### src/twm_pkg.sv
// Package for the tiny word machine: item and result types, opcodes,
// state codes, character constants and default sizes.
// No dependencies.
package twm_pkg;

    localparam int MEM_WORDS   = 100;
    localparam int BLOCK_WORDS = 10;

    localparam logic [7:0] CH_ZERO    = 8'h30;
    localparam logic [7:0] CH_NINE    = 8'h39;
    localparam logic [7:0] CH_NEWLINE = 8'h0A;
    localparam logic [7:0] CH_L       = 8'h4C;
    localparam logic [7:0] CH_S       = 8'h53;
    localparam logic [7:0] CH_C       = 8'h43;
    localparam logic [7:0] CH_B       = 8'h42;
    localparam logic [7:0] CH_H       = 8'h48;
    localparam logic [7:0] CH_G       = 8'h47;
    localparam logic [7:0] CH_P       = 8'h50;

    typedef enum logic [1:0] {
        OPC_LOAD  = 2'd0,
        OPC_EXEC  = 2'd1,
        OPC_CARD  = 2'd2,
        OPC_CLEAR = 2'd3
    } opcode_t;

    typedef enum logic [2:0] {
        ST_IDLE,
        ST_DISPATCH,
        ST_FETCH,
        ST_OPER,
        ST_PRINT,
        ST_PRINT_NL,
        ST_HALT_NL,
        ST_CARD
    } state_t;

    typedef struct packed {
        opcode_t     opcode;
        logic [6:0]  address;
        logic [31:0] word;
        logic [7:0]  card_byte;
    } cmd_t;

    typedef struct packed {
        logic        printer_valid;
        logic [7:0]  printer_byte;
        logic        last;
        logic        halted;
        logic        waiting_card;
        logic        fault;
        logic [6:0]  counter_value;
        logic        flag_value;
        logic [31:0] register_value;
    } rsp_t;

endpackage

### src/twm_ram.sv
// Generic single-clock RAM with one write port and one registered read port.
// No dependencies.
module twm_ram #(
    parameter int W  = 32,
    parameter int D  = 100,
    parameter int AW = $clog2(D)
) (
    input  logic          clk,
    input  logic          we,
    input  logic [AW-1:0] waddr,
    input  logic [W-1:0]  wdata,
    input  logic          re,
    input  logic [AW-1:0] raddr,
    output logic [W-1:0]  q
);

    logic [W-1:0] mem [D];

    always_ff @(posedge clk)
    begin
        if (we)
        begin
            mem[waddr] <= wdata;
        end
        if (re)
        begin
            q <= mem[raddr];
        end
    end

endmodule

### src/tiny_word_machine_cpu.sv
// Top level of the tiny word machine: sequencer, machine registers and word memory.
// Depends on twm_pkg and twm_ram.
//
// Commands arrive on cmd (cmd_valid/cmd_stall) and results leave on rsp
// (rsp_valid/rsp_stall). A command is taken when cmd_valid is high and
// cmd_stall is low; the machine works on one command at a time and raises
// cmd_stall until its last result has gone into the output register.
// A load, a clear or a card byte that is not stored answers from the dispatch
// state; a stored card byte reads its word there and rewrites it in the card
// state. An execute during a card read or with the counter outside memory also
// answers from dispatch. Any other execute reads the instruction in dispatch and
// decodes it in the fetch state; L and C need a second memory read and answer
// from the operand state; S, B, G, unknown operations and operand faults answer
// from fetch. After the fetch and operand read, P streams one byte per cycle
// unless rsp_stall holds it: 4*BLOCK_WORDS bytes, a newline; H gives two newlines.
// Each memory word has a valid bit, so reset and clear take effect at once
// and no clearing pass is needed. While rsp_stall is high and a result waits, the output
// register holds its word and the sequencer waits before producing the next.
module tiny_word_machine_cpu #(
    parameter int MEM_WORDS   = twm_pkg::MEM_WORDS,
    parameter int BLOCK_WORDS = twm_pkg::BLOCK_WORDS
) (
    input  logic          clk,
    input  logic          rst_n,
    input  logic          cmd_valid,
    output logic          cmd_stall,
    input  twm_pkg::cmd_t cmd,
    output logic          rsp_valid,
    input  logic          rsp_stall,
    output twm_pkg::rsp_t rsp
);

    localparam int AW          = $clog2(MEM_WORDS);
    localparam int BLOCK_BYTES = 4 * BLOCK_WORDS;

    twm_pkg::state_t state_reg, state_next;
    twm_pkg::cmd_t   cmd_reg;
    twm_pkg::rsp_t   rsp_reg, rsp_next;
    logic            rsp_valid_reg, rsp_valid_next;

    logic [6:0]      ic_reg, ic_next;
    logic [31:0]     r_reg, r_next;
    logic            flag_reg, flag_next;
    logic            wait_reg, wait_next;
    logic [6:0]      base_reg, base_next;
    logic [5:0]      cnt_reg, cnt_next;
    logic [6:0]      ptr_reg, ptr_next;
    logic [5:0]      pk_reg, pk_next;
    logic            ld_reg, ld_next;
    logic [MEM_WORDS-1:0] vld_reg;
    logic [AW-1:0]   rd_addr_reg;

    logic            ram_we, ram_re;
    logic [AW-1:0]   ram_waddr, ram_raddr;
    logic [31:0]     ram_wdata, ram_q, mem_q;

    logic            go, emit, clr;
    logic            pv, lst, hlt, flt;
    logic [7:0]      pb;

    logic [7:0]      ins_op, ins_hi, ins_lo;
    logic            known_op, digits_ok, opd_ok, blk_ok;
    logic [6:0]      dec, ic_inc;
    logic [7:0]      prt_byte;
    logic [31:0]     card_word;

    twm_ram #(
        .W (32),
        .D (MEM_WORDS)
    ) u_ram (
        .clk   (clk),
        .we    (ram_we),
        .waddr (ram_waddr),
        .wdata (ram_wdata),
        .re    (ram_re),
        .raddr (ram_raddr),
        .q     (ram_q)
    );

    // Words never written since the last clear read as zero.
    assign mem_q = vld_reg[rd_addr_reg] ? ram_q : 32'd0;

    assign ins_op    = mem_q[31:24];
    assign ins_hi    = mem_q[15:8];
    assign ins_lo    = mem_q[7:0];
    assign known_op  = (ins_op == twm_pkg::CH_L) || (ins_op == twm_pkg::CH_S) ||
                       (ins_op == twm_pkg::CH_C) || (ins_op == twm_pkg::CH_B) ||
                       (ins_op == twm_pkg::CH_G) || (ins_op == twm_pkg::CH_P);
    assign digits_ok = (ins_hi >= twm_pkg::CH_ZERO) && (ins_hi <= twm_pkg::CH_NINE) &&
                       (ins_lo >= twm_pkg::CH_ZERO) && (ins_lo <= twm_pkg::CH_NINE);
    assign dec       = {ins_hi[3:0], 3'b000} + {2'b00, ins_hi[3:0], 1'b0}
                       + {3'b000, ins_lo[3:0]};
    assign opd_ok    = digits_ok && (dec < 7'(MEM_WORDS));
    assign blk_ok    = ({1'b0, dec} + 8'(BLOCK_WORDS)) <= 8'(MEM_WORDS);
    assign ic_inc    = ic_reg + 7'd1;

    always_comb
    begin
        case (pk_reg[1:0])
            2'd0:    prt_byte = mem_q[31:24];
            2'd1:    prt_byte = mem_q[23:16];
            2'd2:    prt_byte = mem_q[15:8];
            default: prt_byte = mem_q[7:0];
        endcase
    end

    always_comb
    begin
        card_word = mem_q;
        case (cnt_reg[1:0])
            2'd0:    card_word[31:24] = cmd_reg.card_byte;
            2'd1:    card_word[23:16] = cmd_reg.card_byte;
            2'd2:    card_word[15:8]  = cmd_reg.card_byte;
            default: card_word[7:0]   = cmd_reg.card_byte;
        endcase
    end

    assign cmd_stall = (state_reg != twm_pkg::ST_IDLE);
    assign go        = !rsp_valid_reg || !rsp_stall;

    always_comb
    begin
        state_next = state_reg;
        ic_next    = ic_reg;
        r_next     = r_reg;
        flag_next  = flag_reg;
        wait_next  = wait_reg;
        base_next  = base_reg;
        cnt_next   = cnt_reg;
        ptr_next   = ptr_reg;
        pk_next    = pk_reg;
        ld_next    = ld_reg;
        emit       = 1'b0;
        clr        = 1'b0;
        pv         = 1'b0;
        pb         = 8'd0;
        lst        = 1'b1;
        hlt        = 1'b0;
        flt        = 1'b0;
        ram_we     = 1'b0;
        ram_waddr  = '0;
        ram_wdata  = r_reg;
        ram_re     = 1'b0;
        ram_raddr  = '0;

        unique case (state_reg)
            twm_pkg::ST_IDLE:
            begin
                if (cmd_valid)
                begin
                    state_next = twm_pkg::ST_DISPATCH;
                end
            end
            twm_pkg::ST_DISPATCH:
            begin
                unique case (cmd_reg.opcode)
                    twm_pkg::OPC_LOAD:
                    begin
                        if (go)
                        begin
                            emit = 1'b1;
                            if (cmd_reg.address < 7'(MEM_WORDS))
                            begin
                                ram_we    = 1'b1;
                                ram_waddr = AW'(cmd_reg.address);
                                ram_wdata = cmd_reg.word;
                            end
                            else
                            begin
                                flt = 1'b1;
                            end
                            state_next = twm_pkg::ST_IDLE;
                        end
                    end
                    twm_pkg::OPC_EXEC:
                    begin
                        if (wait_reg || (ic_reg >= 7'(MEM_WORDS)))
                        begin
                            if (go)
                            begin
                                emit       = 1'b1;
                                flt        = !wait_reg;
                                state_next = twm_pkg::ST_IDLE;
                            end
                        end
                        else
                        begin
                            ram_re     = 1'b1;
                            ram_raddr  = AW'(ic_reg);
                            state_next = twm_pkg::ST_FETCH;
                        end
                    end
                    twm_pkg::OPC_CARD:
                    begin
                        if (wait_reg && (cmd_reg.card_byte != twm_pkg::CH_NEWLINE) &&
                            (cnt_reg < 6'(BLOCK_BYTES)))
                        begin
                            ram_re     = 1'b1;
                            ram_raddr  = AW'(base_reg + {3'b000, cnt_reg[5:2]});
                            state_next = twm_pkg::ST_CARD;
                        end
                        else if (go)
                        begin
                            emit = 1'b1;
                            if (cmd_reg.card_byte == twm_pkg::CH_NEWLINE)
                            begin
                                wait_next = 1'b0;
                            end
                            state_next = twm_pkg::ST_IDLE;
                        end
                    end
                    default:
                    begin
                        if (go)
                        begin
                            emit       = 1'b1;
                            clr        = 1'b1;
                            state_next = twm_pkg::ST_IDLE;
                        end
                    end
                endcase
            end
            twm_pkg::ST_FETCH:
            begin
                if (ins_op == twm_pkg::CH_H)
                begin
                    if (go)
                    begin
                        emit       = 1'b1;
                        clr        = 1'b1;
                        pv         = 1'b1;
                        pb         = twm_pkg::CH_NEWLINE;
                        lst        = 1'b0;
                        hlt        = 1'b1;
                        state_next = twm_pkg::ST_HALT_NL;
                    end
                end
                else if (!known_op || !opd_ok ||
                         (((ins_op == twm_pkg::CH_G) || (ins_op == twm_pkg::CH_P)) && !blk_ok))
                begin
                    if (go)
                    begin
                        emit       = 1'b1;
                        flt        = known_op;
                        ic_next    = ic_inc;
                        state_next = twm_pkg::ST_IDLE;
                    end
                end
                else
                begin
                    case (ins_op) inside
                        twm_pkg::CH_L, twm_pkg::CH_C:
                        begin
                            ic_next    = ic_inc;
                            ld_next    = (ins_op == twm_pkg::CH_L);
                            ram_re     = 1'b1;
                            ram_raddr  = AW'(dec);
                            state_next = twm_pkg::ST_OPER;
                        end
                        twm_pkg::CH_P:
                        begin
                            ic_next    = ic_inc;
                            ptr_next   = dec;
                            pk_next    = 6'd0;
                            ram_re     = 1'b1;
                            ram_raddr  = AW'(dec);
                            state_next = twm_pkg::ST_PRINT;
                        end
                        twm_pkg::CH_S:
                        begin
                            if (go)
                            begin
                                emit       = 1'b1;
                                ic_next    = ic_inc;
                                ram_we     = 1'b1;
                                ram_waddr  = AW'(dec);
                                state_next = twm_pkg::ST_IDLE;
                            end
                        end
                        twm_pkg::CH_B:
                        begin
                            if (go)
                            begin
                                emit = 1'b1;
                                if (flag_reg)
                                begin
                                    ic_next   = dec;
                                    flag_next = 1'b0;
                                end
                                else
                                begin
                                    ic_next = ic_inc;
                                end
                                state_next = twm_pkg::ST_IDLE;
                            end
                        end
                        twm_pkg::CH_G:
                        begin
                            if (go)
                            begin
                                emit       = 1'b1;
                                ic_next    = ic_inc;
                                wait_next  = 1'b1;
                                base_next  = dec;
                                cnt_next   = 6'd0;
                                state_next = twm_pkg::ST_IDLE;
                            end
                        end
                        default:
                        begin
                            state_next = twm_pkg::ST_IDLE;
                        end
                    endcase
                end
            end
            twm_pkg::ST_OPER:
            begin
                if (go)
                begin
                    emit = 1'b1;
                    if (ld_reg)
                    begin
                        r_next = mem_q;
                    end
                    else
                    begin
                        flag_next = (mem_q == r_reg);
                    end
                    state_next = twm_pkg::ST_IDLE;
                end
            end
            twm_pkg::ST_PRINT:
            begin
                if (go)
                begin
                    emit    = 1'b1;
                    pv      = 1'b1;
                    pb      = prt_byte;
                    lst     = 1'b0;
                    pk_next = pk_reg + 6'd1;
                    if (pk_reg == 6'(BLOCK_BYTES - 1))
                    begin
                        state_next = twm_pkg::ST_PRINT_NL;
                    end
                    else if (pk_reg[1:0] == 2'd3)
                    begin
                        ptr_next  = ptr_reg + 7'd1;
                        ram_re    = 1'b1;
                        ram_raddr = AW'(ptr_reg + 7'd1);
                    end
                end
            end
            twm_pkg::ST_PRINT_NL:
            begin
                if (go)
                begin
                    emit       = 1'b1;
                    pv         = 1'b1;
                    pb         = twm_pkg::CH_NEWLINE;
                    state_next = twm_pkg::ST_IDLE;
                end
            end
            twm_pkg::ST_HALT_NL:
            begin
                if (go)
                begin
                    emit       = 1'b1;
                    pv         = 1'b1;
                    pb         = twm_pkg::CH_NEWLINE;
                    hlt        = 1'b1;
                    state_next = twm_pkg::ST_IDLE;
                end
            end
            twm_pkg::ST_CARD:
            begin
                if (go)
                begin
                    emit       = 1'b1;
                    ram_we     = 1'b1;
                    ram_waddr  = rd_addr_reg;
                    ram_wdata  = card_word;
                    cnt_next   = cnt_reg + 6'd1;
                    state_next = twm_pkg::ST_IDLE;
                end
            end
            default:
            begin
                state_next = twm_pkg::ST_IDLE;
            end
        endcase

        if (clr)
        begin
            ic_next   = 7'd0;
            r_next    = 32'd0;
            flag_next = 1'b0;
            wait_next = 1'b0;
            base_next = 7'd0;
            cnt_next  = 6'd0;
        end

        rsp_next = '{
            printer_valid:  pv,
            printer_byte:   pb,
            last:           lst,
            halted:         hlt,
            waiting_card:   wait_next,
            fault:          flt,
            counter_value:  ic_next,
            flag_value:     flag_next,
            register_value: r_next
        };

        if (emit)
        begin
            rsp_valid_next = 1'b1;
        end
        else if (!rsp_stall)
        begin
            rsp_valid_next = 1'b0;
        end
        else
        begin
            rsp_valid_next = rsp_valid_reg;
        end
    end

    always_ff @(posedge clk or negedge rst_n)
    begin
        if (!rst_n)
        begin
            state_reg     <= twm_pkg::ST_IDLE;
            rsp_valid_reg <= 1'b0;
            ic_reg        <= 7'd0;
            r_reg         <= 32'd0;
            flag_reg      <= 1'b0;
            wait_reg      <= 1'b0;
            base_reg      <= 7'd0;
            cnt_reg       <= 6'd0;
            vld_reg       <= '0;
        end
        else
        begin
            state_reg     <= state_next;
            rsp_valid_reg <= rsp_valid_next;
            ic_reg        <= ic_next;
            r_reg         <= r_next;
            flag_reg      <= flag_next;
            wait_reg      <= wait_next;
            base_reg      <= base_next;
            cnt_reg       <= cnt_next;
            if (clr)
            begin
                vld_reg <= '0;
            end
            else if (ram_we)
            begin
                vld_reg[ram_waddr] <= 1'b1;
            end
        end
    end

    always_ff @(posedge clk)
    begin
        if (cmd_valid && !cmd_stall)
        begin
            cmd_reg <= cmd;
        end
        if (emit)
        begin
            rsp_reg <= rsp_next;
        end
        if (ram_re)
        begin
            rd_addr_reg <= ram_raddr;
        end
        ptr_reg <= ptr_next;
        pk_reg  <= pk_next;
        ld_reg  <= ld_next;
    end

    assign rsp_valid = rsp_valid_reg;
    assign rsp       = rsp_reg;

endmodule

### config.mk
export PLATFORM = sky130hd
export DESIGN_NAME = tiny_word_machine_cpu
export DESIGN_NICKNAME = d
export VERILOG_FILES = /design/src/twm_pkg.sv /design/src/twm_ram.sv /design/src/tiny_word_machine_cpu.sv
export SDC_FILE = /design/constraint.sdc
export NUM_CORES = 2
export LEC_CHECK = 0
export BUFFER_PORTS_ARGS = -buffer_cell sky130_fd_sc_hd__clkbuf_2
export CAP_MARGIN = 20
export CORE_ASPECT_RATIO = 1.2
export CORE_MARGIN = 1.5
export CORE_UTILIZATION = 60
export CTS_BUF_LIST = sky130_fd_sc_hd__clkbuf_8 sky130_fd_sc_hd__clkbuf_16
export DETAILED_ROUTE_END_ITERATION = 8
export PLACE_DENSITY_LB_ADDON = 0.3
export SLEW_MARGIN = 20
export SYNTH_ARGS = -nofsm -noshare
export SYNTH_HDL_FRONTEND = slang
export SYNTH_HIERARCHICAL = 1
export SYNTH_SLANG_ARGS = --single-unit
### constraint.sdc
create_clock -name clk -period 10.05 [get_ports clk]
set_input_delay 1.005 -clock clk [delete_from_list [all_inputs] [get_ports clk]]
set_output_delay 1.005 -clock clk [all_outputs]
set_load 0.1 [all_outputs]
==> flow_summary.ini <==
[drt]
dr.pass1.iters = 8
wire_per_inst_um = 38.0
via_per_inst = 7.12
dr.first_iter.drc_count = 12200
wl_mm = 401
antenna_left = 0
vias = 75100
drc = 0

[power]
p_clk_frac = 0.331
p_per_area_mw_per_mm2 = 233
power_switching_w = 0.0104
power_frac_comb = 0.166
sw_frac_of_total = 0.287
leakagePower_nw = 49.9
pwr-share-seq = 0.503
ir_drop_v = 0.000206
internal-power_w = 0.0260

[sta]
final-setup-viol-count = 0
finalCritPeriodShare = 0.967
holdWs_ns = 0.272
finalHoldViolCount = 0
slew_violations = 0
max_slew_margin = 0.170
fin_setup_tns_ns = 0
finalCriticalPeriod_ns = 9.72
fmax_mhz = 103
skew_ns = 0.0580
tightest_slew_ns = 1.24
rsz0062_at_grt = no

[floorplanning]
core_sq_mm = 0.230
rows = 193
ios = 108
start_util = 0.603
die_y_um = 530
die_width_um = 442
die-area_sq_mm = 0.234

[finish]
nFillCells = 13800
drive_gt1_frac = 0.274
syn2layout_area_growth_pct = 12.8
nNetsFinal = 7331
largest_reg_flops = 3200

[setup_path]
crit_path_end_kind = flop
critPathCapture = u_ram/q[13]
worstPathMaxFanout = 23
ff2ff_path_depth = 27
worst_ep_required_time_ns = 10.60
r2r_slack_ns = 0.33
timing.rr.start = rd_addr_reg[0]
r2r-end = u_ram/q[13]
crit_type = flop to flop
arrival_ns = 10.27
critPathLaunch = rd_addr_reg[0]
cp-start-kind = flop

[logic_synthesis]
yosys-top-cells-area = edfxtp_1, mux4_2, dfrtp_1, mux2i_1, nor2_1
synth_simple_gate_area_share = 0.0290
synth_warnings = 6
ys_seq_area_frac = 0.754
yosysTopAreaCell = edfxtp_1
synth_edf_count = 3355
yosysMostFrequentCell = edfxtp_1
synthesis.area_sq_mm = 0.139
synthMuxAreaShare = 0.154
synth_top_family_by_area = multiplexers
yosysTopAreaCellShare = 0.726
ys_ff_latch = 3513
synth_compound_gate_area_share = 0.0424
synth_fa_ha_area_frac = 0.00296
synth.net_count = 6867
avgSynthCellArea_sq_um = 20.5
postSynthCellCount = 6783
synth_ff_type = edfxtp_1
yosys-top-cells-count = edfxtp_1, mux4_2, nor2_1
synth_cell_types = 97
synth-async-reset-ratio = 0.0450
synth_xor_area_frac = 0.00233

[grt]
grt_usage = 0.342
antenna_found_initial = 21
overflow = 0
grt_pass1_wl_mm = 562
grt_pass1_vias = 74800
grt_max_degree = 102

[placed_design]
gp_congestion = 0.981
portBuffers = 107
post-dp-hpwl_mm = 238

[worst_hold_path]
hold_class = input port to async pin

[clocking]
cts.path.max_buffers = 4
cts_root_buffer = clkbuf_16
cts_tree = done
clk_latency_ns = 0.90
cts_sinks = 3513
clk_pin_slew_ns = 0.06
cts_buffers = 333
cts_htree_levels = 5

[job]
cap_viol_max_count = 0

[run_status]
status = finished clean
==> logic make-up after synthesis <==
family | after synthesis
multiplexers | 1059
XOR/XNOR | 37
AND/OR/NAND/NOR | 850
buffers and inverters | 445
AO/OA/AOI/OAI | 848
adder cells (fa/ha/maj) | 31
flip-flops | 3513
==> worst max-delay path, cell delays in order (launching register included) <==
cell	delay, ns
edfxtp_1	0.75
buf_4	0.48
mux4_1	0.62
o2bb2ai_1	0.17
o21bai_1	0.11
o221ai_2	0.28
a21oi_4	0.16
and2_1	0.28
fa_1	0.56
inv_1	0.07
fa_1	0.78
nand2_1	0.20
nand4bb_1	0.24
a21oi_1	0.27
a221oi_1	0.13
o21a_1	0.23
or3_1	0.36
or3_1	0.42
buf_4	0.25
o21ai_4	0.41
buf_12	0.23
buf_4	0.36
buf_4	0.29
mux4_2	0.33
mux2i_1	0.56
nand2_1	0.12
o2111ai_1	0.51
nand3_1	0.21
==> metrics by stage <==
stage | worst slack [ns] | total power, W | cells | instance area, sq um | util
floorplan | 1.17 | 0.0222 | 6783 | 139000 | -
global placement | -0.0994 | 0.0242 | 9925 | 146000 | 0.635
detailed placement | 0.0553 | 0.0244 | 9926 | 146000 | 0.635
CTS | 0.223 | 0.0363 | 10500 | 156000 | 0.680
global route | 0.0543 | 0.0372 | 10500 | 157000 | 0.681
finish | 0.334 | 0.0364 | 10500 | 157000 | 0.681
==> power groups by stage <==
stage	logic (W)	registers, W	clock network [W]
floorplan	0.00266	0.0195	0
global placement	0.00562	0.0186	0
detailed placement	0.00583	0.0186	0
CTS	0.00585	0.0183	0.0121
global route	0.00619	0.0183	0.0127
finish	0.00605	0.0183	0.0121
==> how the worst min path moves through the flow <==
stage	startpoint	end	slack (ns)
6_report	rst_n	vld_reg[88]	0.27
3_5_place_dp	vld_reg[57]	vld_reg[57]	0.46
3_3_place_gp	vld_reg[63]	vld_reg[63]	0.45
5_1_grt	cmd[23]	cmd_reg[23]	0.26
2_1_floorplan	vld_reg[1]	vld_reg[1]	0.44
4_1_cts	cmd[23]	cmd_reg[23]	0.23
==> cell type report <==
class	instances	area, sq um	area share
repair buffers	518	4350	0.0278
well taps	3022	3780	0.0241
flip-flops and latches	3513	105000	0.668
diodes	15	37.5	0.000240
inverters	56	210	0.00134
multi-input cells	2825	33300	0.213
clock inverters	251	1850	0.0118
clock buffers	338	8420	0.0538
==> cell usage in the layout, fill, tap and decap left out, types with 67 or more instances in the layout <==
cell type,netlist,routed
clkbuf_2,3,106
a22oi_1,87,87
nor2_1,246,142
a22o_1,67,67
o21ai_0,149,128
inv_1,50,111
edfxtp_1,3355,3355
mux2i_1,185,185
nor2_4,0,101
dfrtp_1,158,158
nand2_1,242,240
clkbuf_16,0,335
nand3_1,122,120
buf_4,47,346
a21oi_1,176,171
mux4_2,841,841
clkinv_2,0,69
==> what timing repair did <==
item,CTS,global route
pin swaps,0,1
gates cloned,0,0
gates resized for setup,1,0
setup endpoints to repair,1,10
setup buffers,0,4
hold buffers,0,0
==> routing by layer <==
metal,up-vias,routed length [um],track usage
li1,29300,-,-
met1,38800,131000,0.437
met2,5908,191000,0.544
met3,1137,49700,0.0788
met4,6,28700,0.204
met5,-,53,0
No activity file was read; power rests on OpenSTA's default activity.
